[src/hdl/mbd_pkg.sv]
// Shared constants and controller/datapath interface types for the Moran birth-death step block.
package mbd_pkg;

   localparam int NODES_DEFAULT = 64;

   localparam int FIT_W       = 15;
   localparam int EPS_W       = 14;
   localparam int DRAW_W      = 16;
   localparam int MNODE_W     = 6;
   localparam int COUNT_OUT_W = 7;
   localparam int STEP_W      = 32;

   localparam int REQ_DATA_W = 40;
   localparam int RSP_DATA_W = 48;

   localparam logic [FIT_W-1:0]  FIT_ONE  = 15'd16384;
   localparam logic [STEP_W-1:0] STEP_MAX = '1;
   localparam logic              MODE_START = 1'b0;

   // Commands from the sequencer to the datapath
   typedef struct packed {
      logic load;       // capture request fields, rewind scan
      logic clr_wr;     // clear sweep write, advance index
      logic mul;        // form fitness products and death product
      logic sum;        // total fitness, death rank
      logic tgt;        // roulette target
      logic scan_rd;    // read node type at scan index
      logic scan_chk;   // accumulate fitness, test roulette
      logic death_rd;   // read node type at death node
      logic death_upd;  // copy type, update counts, redraw fitness
      logic start_fin;  // finish a start: counts and fitness
   } mbd_cmd_type;

   // Status back to the sequencer
   typedef struct packed {
      logic absorbed;
      logic idx_last;
      logic hit;
   } mbd_stat_type;

endpackage

[src/hdl/mbd_ctrl.sv]
// Sequencer for the Moran birth-death step block.
module mbd_ctrl (
   input  logic                 clock,
   input  logic                 reset,
   input  logic                 in_valid,
   input  logic                 in_start,
   input  logic                 out_free,
   input  mbd_pkg::mbd_stat_type stat,
   output logic                 in_ready,
   output logic                 out_load,
   output mbd_pkg::mbd_cmd_type cmd
);
   import mbd_pkg::*;

   typedef enum logic [3:0] {
      IDLE, CLEAR, MUL, SUM, TGT, BRD, BCHK, DRD, DCHK, DONE
   } state_type;

   state_type state_ff, state_in;

   always_comb begin
      state_in = state_ff;
      cmd      = '0;
      in_ready = 1'b0;
      out_load = 1'b0;
      case (state_ff)
         IDLE: begin
            in_ready = 1'b1;
            if (in_valid) begin
               cmd.load = 1'b1;
               if (in_start)           state_in = CLEAR;
               else if (stat.absorbed) state_in = DONE;
               else                    state_in = MUL;
            end
         end
         CLEAR: begin
            cmd.clr_wr = 1'b1;
            if (stat.idx_last) begin
               cmd.start_fin = 1'b1;
               state_in      = DONE;
            end
         end
         MUL: begin
            cmd.mul  = 1'b1;
            state_in = SUM;
         end
         SUM: begin
            cmd.sum  = 1'b1;
            state_in = TGT;
         end
         TGT: begin
            cmd.tgt  = 1'b1;
            state_in = BRD;
         end
         BRD: begin
            cmd.scan_rd = 1'b1;
            state_in    = BCHK;
         end
         BCHK: begin
            cmd.scan_chk = 1'b1;
            if (stat.hit || stat.idx_last) state_in = DRD;
            else                           state_in = BRD;
         end
         DRD: begin
            cmd.death_rd = 1'b1;
            state_in     = DCHK;
         end
         DCHK: begin
            cmd.death_upd = 1'b1;
            state_in      = DONE;
         end
         DONE: begin
            if (out_free) begin
               out_load = 1'b1;
               state_in = IDLE;
            end
         end
         default: state_in = IDLE;
      endcase
   end

   always_ff @(posedge clock) begin
      if (reset) state_ff <= IDLE;
      else       state_ff <= state_in;
   end

endmodule

[src/hdl/mbd_dpath.sv]
// Datapath for the Moran birth-death step block: node type memory, fitness and counters.
module mbd_dpath #(
   parameter int NODES = mbd_pkg::NODES_DEFAULT
) (
   input  logic                              clock,
   input  logic                              reset,
   input  mbd_pkg::mbd_cmd_type              cmd,
   output mbd_pkg::mbd_stat_type             stat,
   input  logic                              csr_wr,
   input  logic [mbd_pkg::EPS_W-1:0]         csr_data,
   input  logic [mbd_pkg::MNODE_W-1:0]       in_mnode,
   input  logic [mbd_pkg::DRAW_W-1:0]        in_bdraw,
   input  logic [mbd_pkg::DRAW_W-1:0]        in_ddraw,
   input  logic                              in_rsign,
   input  logic                              in_msign,
   output logic [mbd_pkg::COUNT_OUT_W-1:0]   mutant_count,
   output logic [mbd_pkg::STEP_W-1:0]        step_count,
   output logic                              absorbed,
   output logic                              fixated
);
   import mbd_pkg::*;

   localparam int NW  = $clog2(NODES);
   localparam int CW  = $clog2(NODES + 1);
   localparam int TW  = FIT_W + CW;
   localparam int TGW = TW + DRAW_W;
   localparam int DPW = DRAW_W + NW;
   localparam int XW  = ((NW > MNODE_W) ? NW : MNODE_W) + 1;

   localparam logic [NW-1:0] LAST_IDX   = NW'(NODES - 1);
   localparam logic [CW-1:0] NODES_CNT  = CW'(NODES);
   localparam logic [CW-1:0] ONE_CNT    = CW'(1);

   function automatic logic [FIT_W-1:0] draw_fit(input logic sgn,
                                                  input logic [EPS_W-1:0] eps);
      return sgn ? (FIT_ONE + FIT_W'(eps)) : (FIT_ONE - FIT_W'(eps));
   endfunction

   logic                  node_mem [NODES];
   logic                  rd_ff;

   logic [EPS_W-1:0]      epsilon_ff;
   logic [FIT_W-1:0]      rfit_ff, mfit_ff;
   logic [CW-1:0]         mutants_ff;
   logic [STEP_W-1:0]     steps_ff;

   logic [NW-1:0]         mnode_ff;
   logic [DRAW_W-1:0]     bdraw_ff, ddraw_ff;
   logic                  rsign_ff, msign_ff;

   logic [NW-1:0]         idx_ff;
   logic [TW-1:0]         cum_ff;
   logic [TW-1:0]         prod_r_ff, prod_m_ff, total_ff;
   logic [DPW-1:0]        dprod_ff;
   logic [TGW-1:0]        target_ff;
   logic [NW-1:0]         death0_ff, death_ff, birth_ff;
   logic                  btype_ff;

   logic [NW-1:0]         mnode_sat;
   logic [CW-1:0]         nres;
   logic [DPW:0]          cvec;
   logic [NW:0]           c_raw;
   logic [NW-1:0]         c_clamp;
   logic [FIT_W-1:0]      fit_sel;
   logic [TW-1:0]         cum_nx;
   logic                  hit;
   logic [NW-1:0]         death_w;
   logic                  differ;
   logic                  wr_en, wr_data;
   logic [NW-1:0]         wr_addr, rd_addr;

   // Saturate an out-of-range initial mutant to the last node
   assign mnode_sat = (XW'(in_mnode) >= XW'(NODES)) ? LAST_IDX : NW'(in_mnode);

   assign nres = NODES_CNT - mutants_ff;

   // Death rank: ceil(draw * (NODES-1) / 2^16), held to 1..NODES-1
   assign cvec  = (DPW+1)'(dprod_ff) + (DPW+1)'({DRAW_W{1'b1}});
   assign c_raw = cvec[DPW:DRAW_W];
   always_comb begin
      if (c_raw == '0)                     c_clamp = NW'(1);
      else if (c_raw > (NW+1)'(LAST_IDX))  c_clamp = LAST_IDX;
      else                                 c_clamp = c_raw[NW-1:0];
   end

   assign fit_sel = rd_ff ? mfit_ff : rfit_ff;
   assign cum_nx  = cum_ff + TW'(fit_sel);
   assign hit     = target_ff <= {cum_nx, {DRAW_W{1'b0}}};

   // Skip over the birth node
   assign death_w = (death0_ff >= birth_ff) ? (death0_ff + NW'(1)) : death0_ff;
   assign differ  = rd_ff != btype_ff;

   assign wr_en   = cmd.clr_wr || (cmd.death_upd && differ);
   assign wr_addr = cmd.clr_wr ? idx_ff : death_ff;
   assign wr_data = cmd.clr_wr ? (idx_ff == mnode_ff) : btype_ff;
   assign rd_addr = cmd.death_rd ? death_w : idx_ff;

   always_ff @(posedge clock) begin
      if (wr_en) node_mem[wr_addr] <= wr_data;
      rd_ff <= node_mem[rd_addr];
   end

   // Architectural state
   always_ff @(posedge clock) begin
      if (reset) begin
         epsilon_ff <= '0;
         rfit_ff    <= FIT_ONE;
         mfit_ff    <= FIT_ONE;
         mutants_ff <= '0;
         steps_ff   <= '0;
      end else begin
         if (csr_wr) epsilon_ff <= csr_data;
         if (cmd.start_fin) begin
            mutants_ff <= ONE_CNT;
            steps_ff   <= '0;
            rfit_ff    <= draw_fit(rsign_ff, epsilon_ff);
            mfit_ff    <= draw_fit(msign_ff, epsilon_ff);
         end
         if (cmd.death_upd) begin
            if (differ) begin
               if (btype_ff) mutants_ff <= mutants_ff + ONE_CNT;
               else          mutants_ff <= mutants_ff - ONE_CNT;
            end
            if (steps_ff != STEP_MAX) steps_ff <= steps_ff + STEP_W'(1);
            rfit_ff <= draw_fit(rsign_ff, epsilon_ff);
            mfit_ff <= draw_fit(msign_ff, epsilon_ff);
         end
      end
   end

   // Working registers
   always_ff @(posedge clock) begin
      if (cmd.load) begin
         mnode_ff <= mnode_sat;
         bdraw_ff <= in_bdraw;
         ddraw_ff <= in_ddraw;
         rsign_ff <= in_rsign;
         msign_ff <= in_msign;
         idx_ff   <= '0;
         cum_ff   <= '0;
      end
      if (cmd.clr_wr) idx_ff <= idx_ff + NW'(1);
      if (cmd.mul) begin
         prod_r_ff <= TW'(rfit_ff) * TW'(nres);
         prod_m_ff <= TW'(mfit_ff) * TW'(mutants_ff);
         dprod_ff  <= DPW'(ddraw_ff) * DPW'(LAST_IDX);
      end
      if (cmd.sum) begin
         total_ff  <= prod_r_ff + prod_m_ff;
         death0_ff <= c_clamp - NW'(1);
      end
      if (cmd.tgt) target_ff <= TGW'(bdraw_ff) * TGW'(total_ff);
      if (cmd.scan_chk) begin
         cum_ff   <= cum_nx;
         idx_ff   <= idx_ff + NW'(1);
         birth_ff <= idx_ff;
         btype_ff <= rd_ff;
      end
      if (cmd.death_rd) death_ff <= death_w;
   end

   assign stat.absorbed = (mutants_ff == '0) || (mutants_ff == NODES_CNT);
   assign stat.idx_last = idx_ff == LAST_IDX;
   assign stat.hit      = hit;

   assign mutant_count = COUNT_OUT_W'(mutants_ff);
   assign step_count   = steps_ff;
   assign absorbed     = stat.absorbed;
   assign fixated      = mutants_ff == NODES_CNT;

endmodule

[src/hdl/moran_birth_death_step_top.sv]
// Top level of the Moran birth-death step block: channels, sequencer, datapath, result register.
//
// Usage:
//   req_* carries one item per transfer: tuser selects start (0) or step (1).
//   A start clears every node to resident, seeds one mutant, zeroes the step
//   count and draws both fitnesses. A step runs one birth-death update.
//   rsp_* returns exactly one result per request, in request order.
//   csr_* writes epsilon; write it only while the block is idle.
// Processing (one item at a time):
//   start: length set by the clear sweep over the node memory.
//   step : length grows with b, the birth node index; the birth roulette
//          reads each node from the node memory with registered read data,
//          in a read state followed by a check state.
//   step while absorbed: no update; the counts are reported unchanged.
// A finished result waits in the output register; the next request is
// taken meanwhile, and its result holds in the datapath until the output
// register frees. While rsp_tready is low, rsp_tdata holds.
// Reset clears the counts, epsilon and both fitnesses to one; node memory
// contents are rewritten by the next start before they are used.
module moran_birth_death_step_top #(
   parameter int NODES = mbd_pkg::NODES_DEFAULT
) (
   input  logic                             clock,
   input  logic                             reset,
   input  logic                             req_tvalid,
   output logic                             req_tready,
   // [5:0] mutant_node, [21:6] birth_draw, [37:22] death_draw,
   // [38] resident_sign, [39] mutant_sign
   input  logic [mbd_pkg::REQ_DATA_W-1:0]   req_tdata,
   // [0] mode
   input  logic                             req_tuser,
   output logic                             rsp_tvalid,
   input  logic                             rsp_tready,
   // [6:0] mutant_count, [38:7] step_count, [39] absorbed, [40] fixated,
   // [47:41] zero
   output logic [mbd_pkg::RSP_DATA_W-1:0]   rsp_tdata,
   input  logic                             csr_valid,
   output logic                             csr_ready,
   input  logic [mbd_pkg::EPS_W-1:0]        csr_data
);
   import mbd_pkg::*;

   mbd_cmd_type  cmd;
   mbd_stat_type stat;

   logic                   out_free, out_load;
   logic [COUNT_OUT_W-1:0] mutant_count;
   logic [STEP_W-1:0]      step_count;
   logic                   absorbed, fixated;

   logic                   rsp_tvalid_ff;
   logic [RSP_DATA_W-1:0]  rsp_tdata_ff;

   // Output register is free when empty or being drained this cycle
   assign out_free  = !rsp_tvalid_ff || rsp_tready;
   // Epsilon register takes a write in any cycle
   assign csr_ready = 1'b1;

   mbd_ctrl u_ctrl (
      .clock    (clock),
      .reset    (reset),
      .in_valid (req_tvalid),
      .in_start (req_tuser == MODE_START),
      .out_free (out_free),
      .stat     (stat),
      .in_ready (req_tready),
      .out_load (out_load),
      .cmd      (cmd)
   );

   mbd_dpath #(
      .NODES (NODES)
   ) u_dpath (
      .clock        (clock),
      .reset        (reset),
      .cmd          (cmd),
      .stat         (stat),
      .csr_wr       (csr_valid && csr_ready),
      .csr_data     (csr_data),
      .in_mnode     (req_tdata[5:0]),
      .in_bdraw     (req_tdata[21:6]),
      .in_ddraw     (req_tdata[37:22]),
      .in_rsign     (req_tdata[38]),
      .in_msign     (req_tdata[39]),
      .mutant_count (mutant_count),
      .step_count   (step_count),
      .absorbed     (absorbed),
      .fixated      (fixated)
   );

   // Result register: load on finish, drop valid after the transfer
   always_ff @(posedge clock) begin
      if (reset) begin
         rsp_tvalid_ff <= 1'b0;
      end else if (out_load) begin
         rsp_tvalid_ff <= 1'b1;
      end else if (rsp_tready) begin
         rsp_tvalid_ff <= 1'b0;
      end
   end

   always_ff @(posedge clock) begin
      if (out_load) begin
         rsp_tdata_ff <= {7'd0, fixated, absorbed, step_count, mutant_count};
      end
   end

   assign rsp_tvalid = rsp_tvalid_ff;
   assign rsp_tdata  = rsp_tdata_ff;

endmodule

[config.mk]
export PLATFORM = sky130hd
export DESIGN_NAME = moran_birth_death_step_top
export DESIGN_NICKNAME = d
export VERILOG_FILES = /design/src/hdl/mbd_pkg.sv /design/src/hdl/mbd_ctrl.sv /design/src/hdl/mbd_dpath.sv /design/src/hdl/moran_birth_death_step_top.sv
export SDC_FILE = /design/constraint.sdc
export NUM_CORES = 2
export LEC_CHECK = 0
export BUFFER_PORTS_ARGS = -buffer_cell sky130_fd_sc_hd__clkbuf_2
export CAP_MARGIN = 30
export CORE_UTILIZATION = 60
export CTS_CLUSTER_DIAMETER = 50
export DETAILED_ROUTE_END_ITERATION = 8
export PLACE_DENSITY = 0.82
export SLEW_MARGIN = 20
export SYNTH_ARGS = -nofsm -noshare
export SYNTH_HDL_FRONTEND = slang
export SYNTH_SLANG_ARGS = --single-unit
[constraint.sdc]
create_clock -name clock -period 8.6 [get_ports clock]
set_input_delay 1.72 -clock clock [delete_from_list [all_inputs] [get_ports clock]]
set_output_delay 1.72 -clock clock [all_outputs]
set_load 0.01 [all_outputs]
# Word level (Yosys, flattened, before mapping)
# Memories as Yosys holds them, arrays and structs flattened. A register that Yosys moved wholly into a read port is not among the register bits.
# Cells that the tools add are included.
# W data, S select, Z words.
[word_totals] reg_bits=342 ramBits=64 in_bits=60 output_inout_bits=51 word_cells=125 memories=1
[mem_list] memory="u_dpath.node_mem" words=64 word_bits=1 read_ports=1 rd_ports_with_merged_regs=1 write_ports=1 line_no="mbd_dpath.sv:39" text="logic node_mem [NODES];"
[classes] addsub=12 mul=4 magnitude_cmp=3 eq_ne=17 muxes=50 reduce_logical=14
[ops] cell="$mux W15" n=7
[ops] cell="$mux W32" n=3
[ops] cell="$mux W6" n=8
[ops] cell="$mul A15 B7 Y22" n=2
[ops] cell="$mux W22" n=2
[ops] cell="$pmux W4 S10" n=1
[ops] cell="$le A38 B38 Y1" n=1
[ops] cell="$mul A16 B22 Y38" n=1
[ops] cell="$add A32 B1 Y32 const B" n=1
[ops] cell="$ne A32 B32 Y1 const B" n=1
[ops] cell="$mux W7" n=4
[ops] cell="$add A22 B16 Y23 const B" n=1
[ops] cell="$add A22 B15 Y22" n=1
[ops] cell="$add A22 B22 Y22" n=1
[ops] cell="$mul A16 B6 Y22 const B" n=1
[ops] cell="$mux W4" n=5
[ops] cell="$mux W1" n=19
[ops] cell="$eq A4 B3 Y1 const B" n=4
[ops] cell="$add A15 B14 Y15 const A" n=1
[ops] cell="$sub A15 B14 Y15 const A" n=1
[ops] cell="$logic_not A7 Y1" n=2
[ops] cell="$add A6 B1 Y6 const B" n=2
[ops] cell="$eq A4 B2 Y1 const B" n=2
[ops] cell="$eq A4 B4 Y1 const B" n=2
[ops] cell="other kinds (21)" n=27

# Logic depth before layout (Yosys ltp)
[logic_depth] word_depth=6 mapped_depth=25 ltp_nobuf=24

# Cells and area by module
# Synthesis repeated with hierarchy kept, for this count alone.
[hier_totals] hier_cells=3747 area_unflattened_um2=37586.0
[modules_own_cells] mod="mbd_dpath" n_inst=1 cells_per_inst=3642 area_each_um2=35861.9 seq_area_each_um2=9889.5
[modules_own_cells] mod="moran_birth_death_step_top" n_inst=1 cells_per_inst=56 area_each_um2=1348.8 seq_area_each_um2=1251.2
[modules_own_cells] mod="mbd_ctrl" n_inst=1 cells_per_inst=49 area_each_um2=375.4 seq_area_each_um2=80.1

# Worst setup path before layout
# Ideal clock, no wire load.
[synth_timing] kind="flip-flop to flip-flop" start="reg u_dpath.total_ff[17]" end="reg u_dpath.target_ff[37], data pin" setup_ps=260 arrival_time_ps=6163 t_required_ps=8340 setup_slack_ps=2177 stages_incl_launch_ff=24 cell_sequence="edfxtp_1 > clkbuf_1 > nand2_1 > fa_1 > fa_1 > fa_1 > inv_1 > fa_1 > fa_1 > inv_1 > fa_1 > inv_1 > ha_1 > clkbuf_1 > a21o_1 > a211o_1 > a41o_1 > a2111oi_0 > o41a_1 > o31a_1 > o211a_1 > o21bai_1 > a21oi_1 > xnor2_1"
[synth_via] elab_chain_cells=1
[synth_rtl] item="start: declaration" line_no="mbd_dpath.sv:53" text="logic [TW-1:0] prod_r_ff, prod_m_ff, total_ff;"
[synth_rtl] item="start signal: assignment" line_no="mbd_dpath.sv:150" text="total_ff <= prod_r_ff + prod_m_ff;"
[synth_rtl] item="$mul A16 B22 Y38" line_no="mbd_dpath.sv:153" text="if (cmd.tgt) target_ff <= TGW'(bdraw_ff) * TGW'(total_ff);"
[synth_rtl] item="end signal: assignment" line_no="mbd_dpath.sv:153"
[synth_rtl] item="end: declaration" line_no="mbd_dpath.sv:55" text="logic [TGW-1:0] target_ff;"
# Every way passes these cells.
# A chain may end at the register's enable or synchronous reset.

# Final worst setup path
[layout_timing] start="reg u_dpath.total_ff[8]" end="reg u_dpath.target_ff[37], data pin"
# The elaborated chain is that of the path after synthesis.

==> summary.md <==
| Metric | Value |
|---|---|
| Ranking of synthesized cells by area | edfxtp_1, fa_1, ha_1, inv_1, dfxtp_1 |
| Top post-synthesis cells by count | inv_1, fa_1, nand2_1 |
| H-tree levels | 2 |
| Yosys Warn Count | 0 |
| Area leader, netlist | edfxtp_1 |
| Ys flop type | edfxtp_1 |
| Setup TNS | 0 ps |
| Clock tree from TritonCTS | built |
| CTS resizes | 0 |
| Worst path bufs/invs | 3 |
| DPL Wire Length | 65500 um |
| Postcts setup bufs | 0 |
| First-pass GRT wire length | between 100000 and 150000 um |
| Status | complete, no violations |
| # hold bufs at CTS | 0 |
| Worst slew pin tran | 983 ps |
| Metal1 wirelength | ~35000 um |
| Clock Latency Late Sink | 640 ps |
| Fmax achieved | approximately 0.14 GHz |
| Delay-heaviest family, CP | adder cells |
| Max-cap violations | 0 |
| Share of cells above drive strength 1 | 0.0726 |
| Final setup violation count | 0 |
| Largest net degree at the start of global routing | 88 |
| Period minus WS final | around 7000 ps |
| Critical path class | reg -> reg |
| Fin crit share | 0.813 |
| Port-buffer cells | 102 |
| Clock sinks | 403 |
| Reg2reg setup slack | approximately 1600 ps |
| Top Ports | 111 |
| Fill cell count | 4665 |
| Clk slew on worst S/H paths | 70 ps |
| Req. time, crit path | 8950 ps |
| Post-Syn Area | 37900 um2 |
| Rows | 91 |
| Drt pass-1 iters | 6 |
| Launch point of the worst path | u_dpath.total_ff[8] |
| Vias | approximately 28000 |
| RSZ-0062 raised after global routing | false |
| Die ar. | ~64000 um2 |
| Layout Skew | 52.0 ps |
| Syn avg cell area | approximately 9.9 um2 |
| Initial antenna violation count | 1 |
| Placed cell area | 39100 um2 |
| Synth Instances | 3826 |
| Routed WL per cell | 18.6 um |
| Most numerous cell in the Yosys netlist | inv_1 |
| FF-to-FF path depth | 21 |
| Share of flip-flops with an asynchronous set or reset | 0 |
| Post-synth EDFFs | between 300 and 400 |
| Critical Path Start Type | register |
| Min-delay worst type | reg -> reg |
| Most frequent CP cell | fa_1 |
| Fin. max-slew vios | 0 |
| Crit-path cells | nand2_1 > fa_1 > inv_1 > fa_1 > fa_1 > fa_1 > fa_1 > inv_1 > fa_1 > inv_1 > ha_1 > a21o_1 > a211o_1 > a41o_1 > a2111oi_0 > o41a_1 > o31a_1 > o211a_1 > o21bai_1 > a21oi_1 > xnor2_1 |
| Synth Register Bits | 403 |
| Crit path capture | u_dpath.target_ff[37] |
| Vias in the first global route | 28100 |
| Max Used Layer | met5 |
| WP depth | 21 |
| DRT iter0 DRCs | 2382 |
| Die W | 253 um |
| Sequential area share after synthesis | 0.296 |
| CTS max path bufs | 3 |
| Top cell type's share of synthesized area | 0.249 |
| # DRC | 0 |
| Nets | approximately 4700 |
| Crit path capture type | register |
| GRT Overall Usage | 0.285 |
| Worst-path fanout max | 16 |
| Starting Density | 0.611 |
| Slowest CP cell | edfxtp_1 |
| Detail Route met3 WL | about 6500 um |
| Total routed wirelength | 88200 um |
| Layout Area Growth over Synthesis | 8.05% |
| Root buffer cell | clkbuf_16 |
| Via/cell ratio | 5.82 |
| CP max stage delay | 840 ps |
| Routed Antenna Nets | 0 |
| R2r startpoint | u_dpath.total_ff[8] |
| Remaining global-route overflow | 0 |
| Synth unique cells | 77 |
| Worst Path Arrival | 7340 ps |
| Reg2reg end | u_dpath.target_ff[37] |
| CTS Buf Count | 53 |
| Post-route cell area | 41000 um2 |
| Slew Limit Headroom | 0.344 |
| Met2 wire len | 42500 um |
| Core area | just over 60000 um2 |
| Final hold violation count | 0 |
| GP Congestion | 0.903 |
| Die H | 253 um |
==> layer usage <==
metal | GRT usage | up-vias
li1 | - | 12600
met1 | 0.371 | 13700
met2 | 0.469 | 1075
met3 | 0.0442 | 240
met4 | 0.129 | 2
met5 | 0 | -
==> how the worst min path moves through the flow <==
stage,startpoint,to,slack (ps),cells after the start
2_1_floorplan,u_dpath.step_count[3],rsp_tdata[10],400,0
3_3_place_gp,u_dpath.step_count[16],rsp_tdata[23],470,0
3_5_place_dp,u_dpath.step_count[16],rsp_tdata[23],470,0
4_1_cts,u_dpath.step_count[16],rsp_tdata[23],490,0
5_1_grt,u_dpath.step_count[16],rsp_tdata[23],510,0
6_report,u_dpath.step_count[16],rsp_tdata[23],490,0
==> logic make-up (layout without fill, tap and decap cells) <==
group,count (synthesis),after routing,synth area share
and+or+nand+nor,1265,1265,0.160
adders and majority gates,736,736,0.331
buffers and inverters,699,755,0.0709
AOI/OAI and AO/OA,478,478,0.0824
DFF,403,403,0.296
xor gates and xnor gates,162,162,0.0374
muxes,81,81,0.0223
other,2,19,0.000198
==> placed cells by master (no fill, tap or decap), drive strengths merged, types with 88 or more instances in the layout <==
cell | netlist | routed
inv | 526 | 538
and2 | 231 | 231
o21ai | 99 | 99
xnor2 | 123 | 123
clkbuf | 130 | 163
fa | 447 | 447
nand2 | 443 | 443
edfxtp | 315 | 315
dfxtp | 88 | 88
a21oi | 141 | 141
nor2 | 302 | 302
ha | 289 | 289
==> registers in the layout, indices dropped and copies added (netlist names), 4 cells and up <==
register              flops
u_dpath.cum_ff           22
u_dpath.node_mem         64
u_dpath.mnode_ff          6
u_dpath.target_ff        37
u_dpath.rfit_ff          14
u_dpath.ddraw_ff         16
rsp_tdata                41
u_dpath.step_count       32
u_dpath.bdraw_ff         16
u_dpath.mutant_count      7
u_dpath.prod_r_ff        21
u_dpath.death0_ff         6
u_dpath.mfit_ff          15
u_ctrl.state_ff           4
u_dpath.birth_ff          6
u_dpath.idx_ff            6
u_dpath.epsilon_ff       14
u_dpath.prod_m_ff        22
u_dpath.death_ff          6
u_dpath.dprod_ff         22
u_dpath.total_ff         21
==> layout make-up <==
cell class	count	area, um2	area share
antenna	1	2.50	0.0000610
sequential	403	11200	0.274
clock buffer	62	1410	0.0344
tap	837	1050	0.0255
clock inverter	37	443	0.0108
inverter	526	1970	0.0482
timing repair buffer	130	768	0.0187
multi-input combinational	2740	24100	0.589
==> through the flow <==
stage                     hold slack [ps]  worst slack (ps)  cells   util
final                                 487              1610   4736  0.661
after detailed placement              474              1660   4635  0.631
after floorplan                       403              2180   3842      -
after global routing                  514              1230   4735  0.661
after global placement                472              1780   4632  0.630
after CTS                             488              1660   4734  0.660
Power is not shown: default switching activity piles up to over one toggle a cycle in this logic, so the estimate is an artifact.
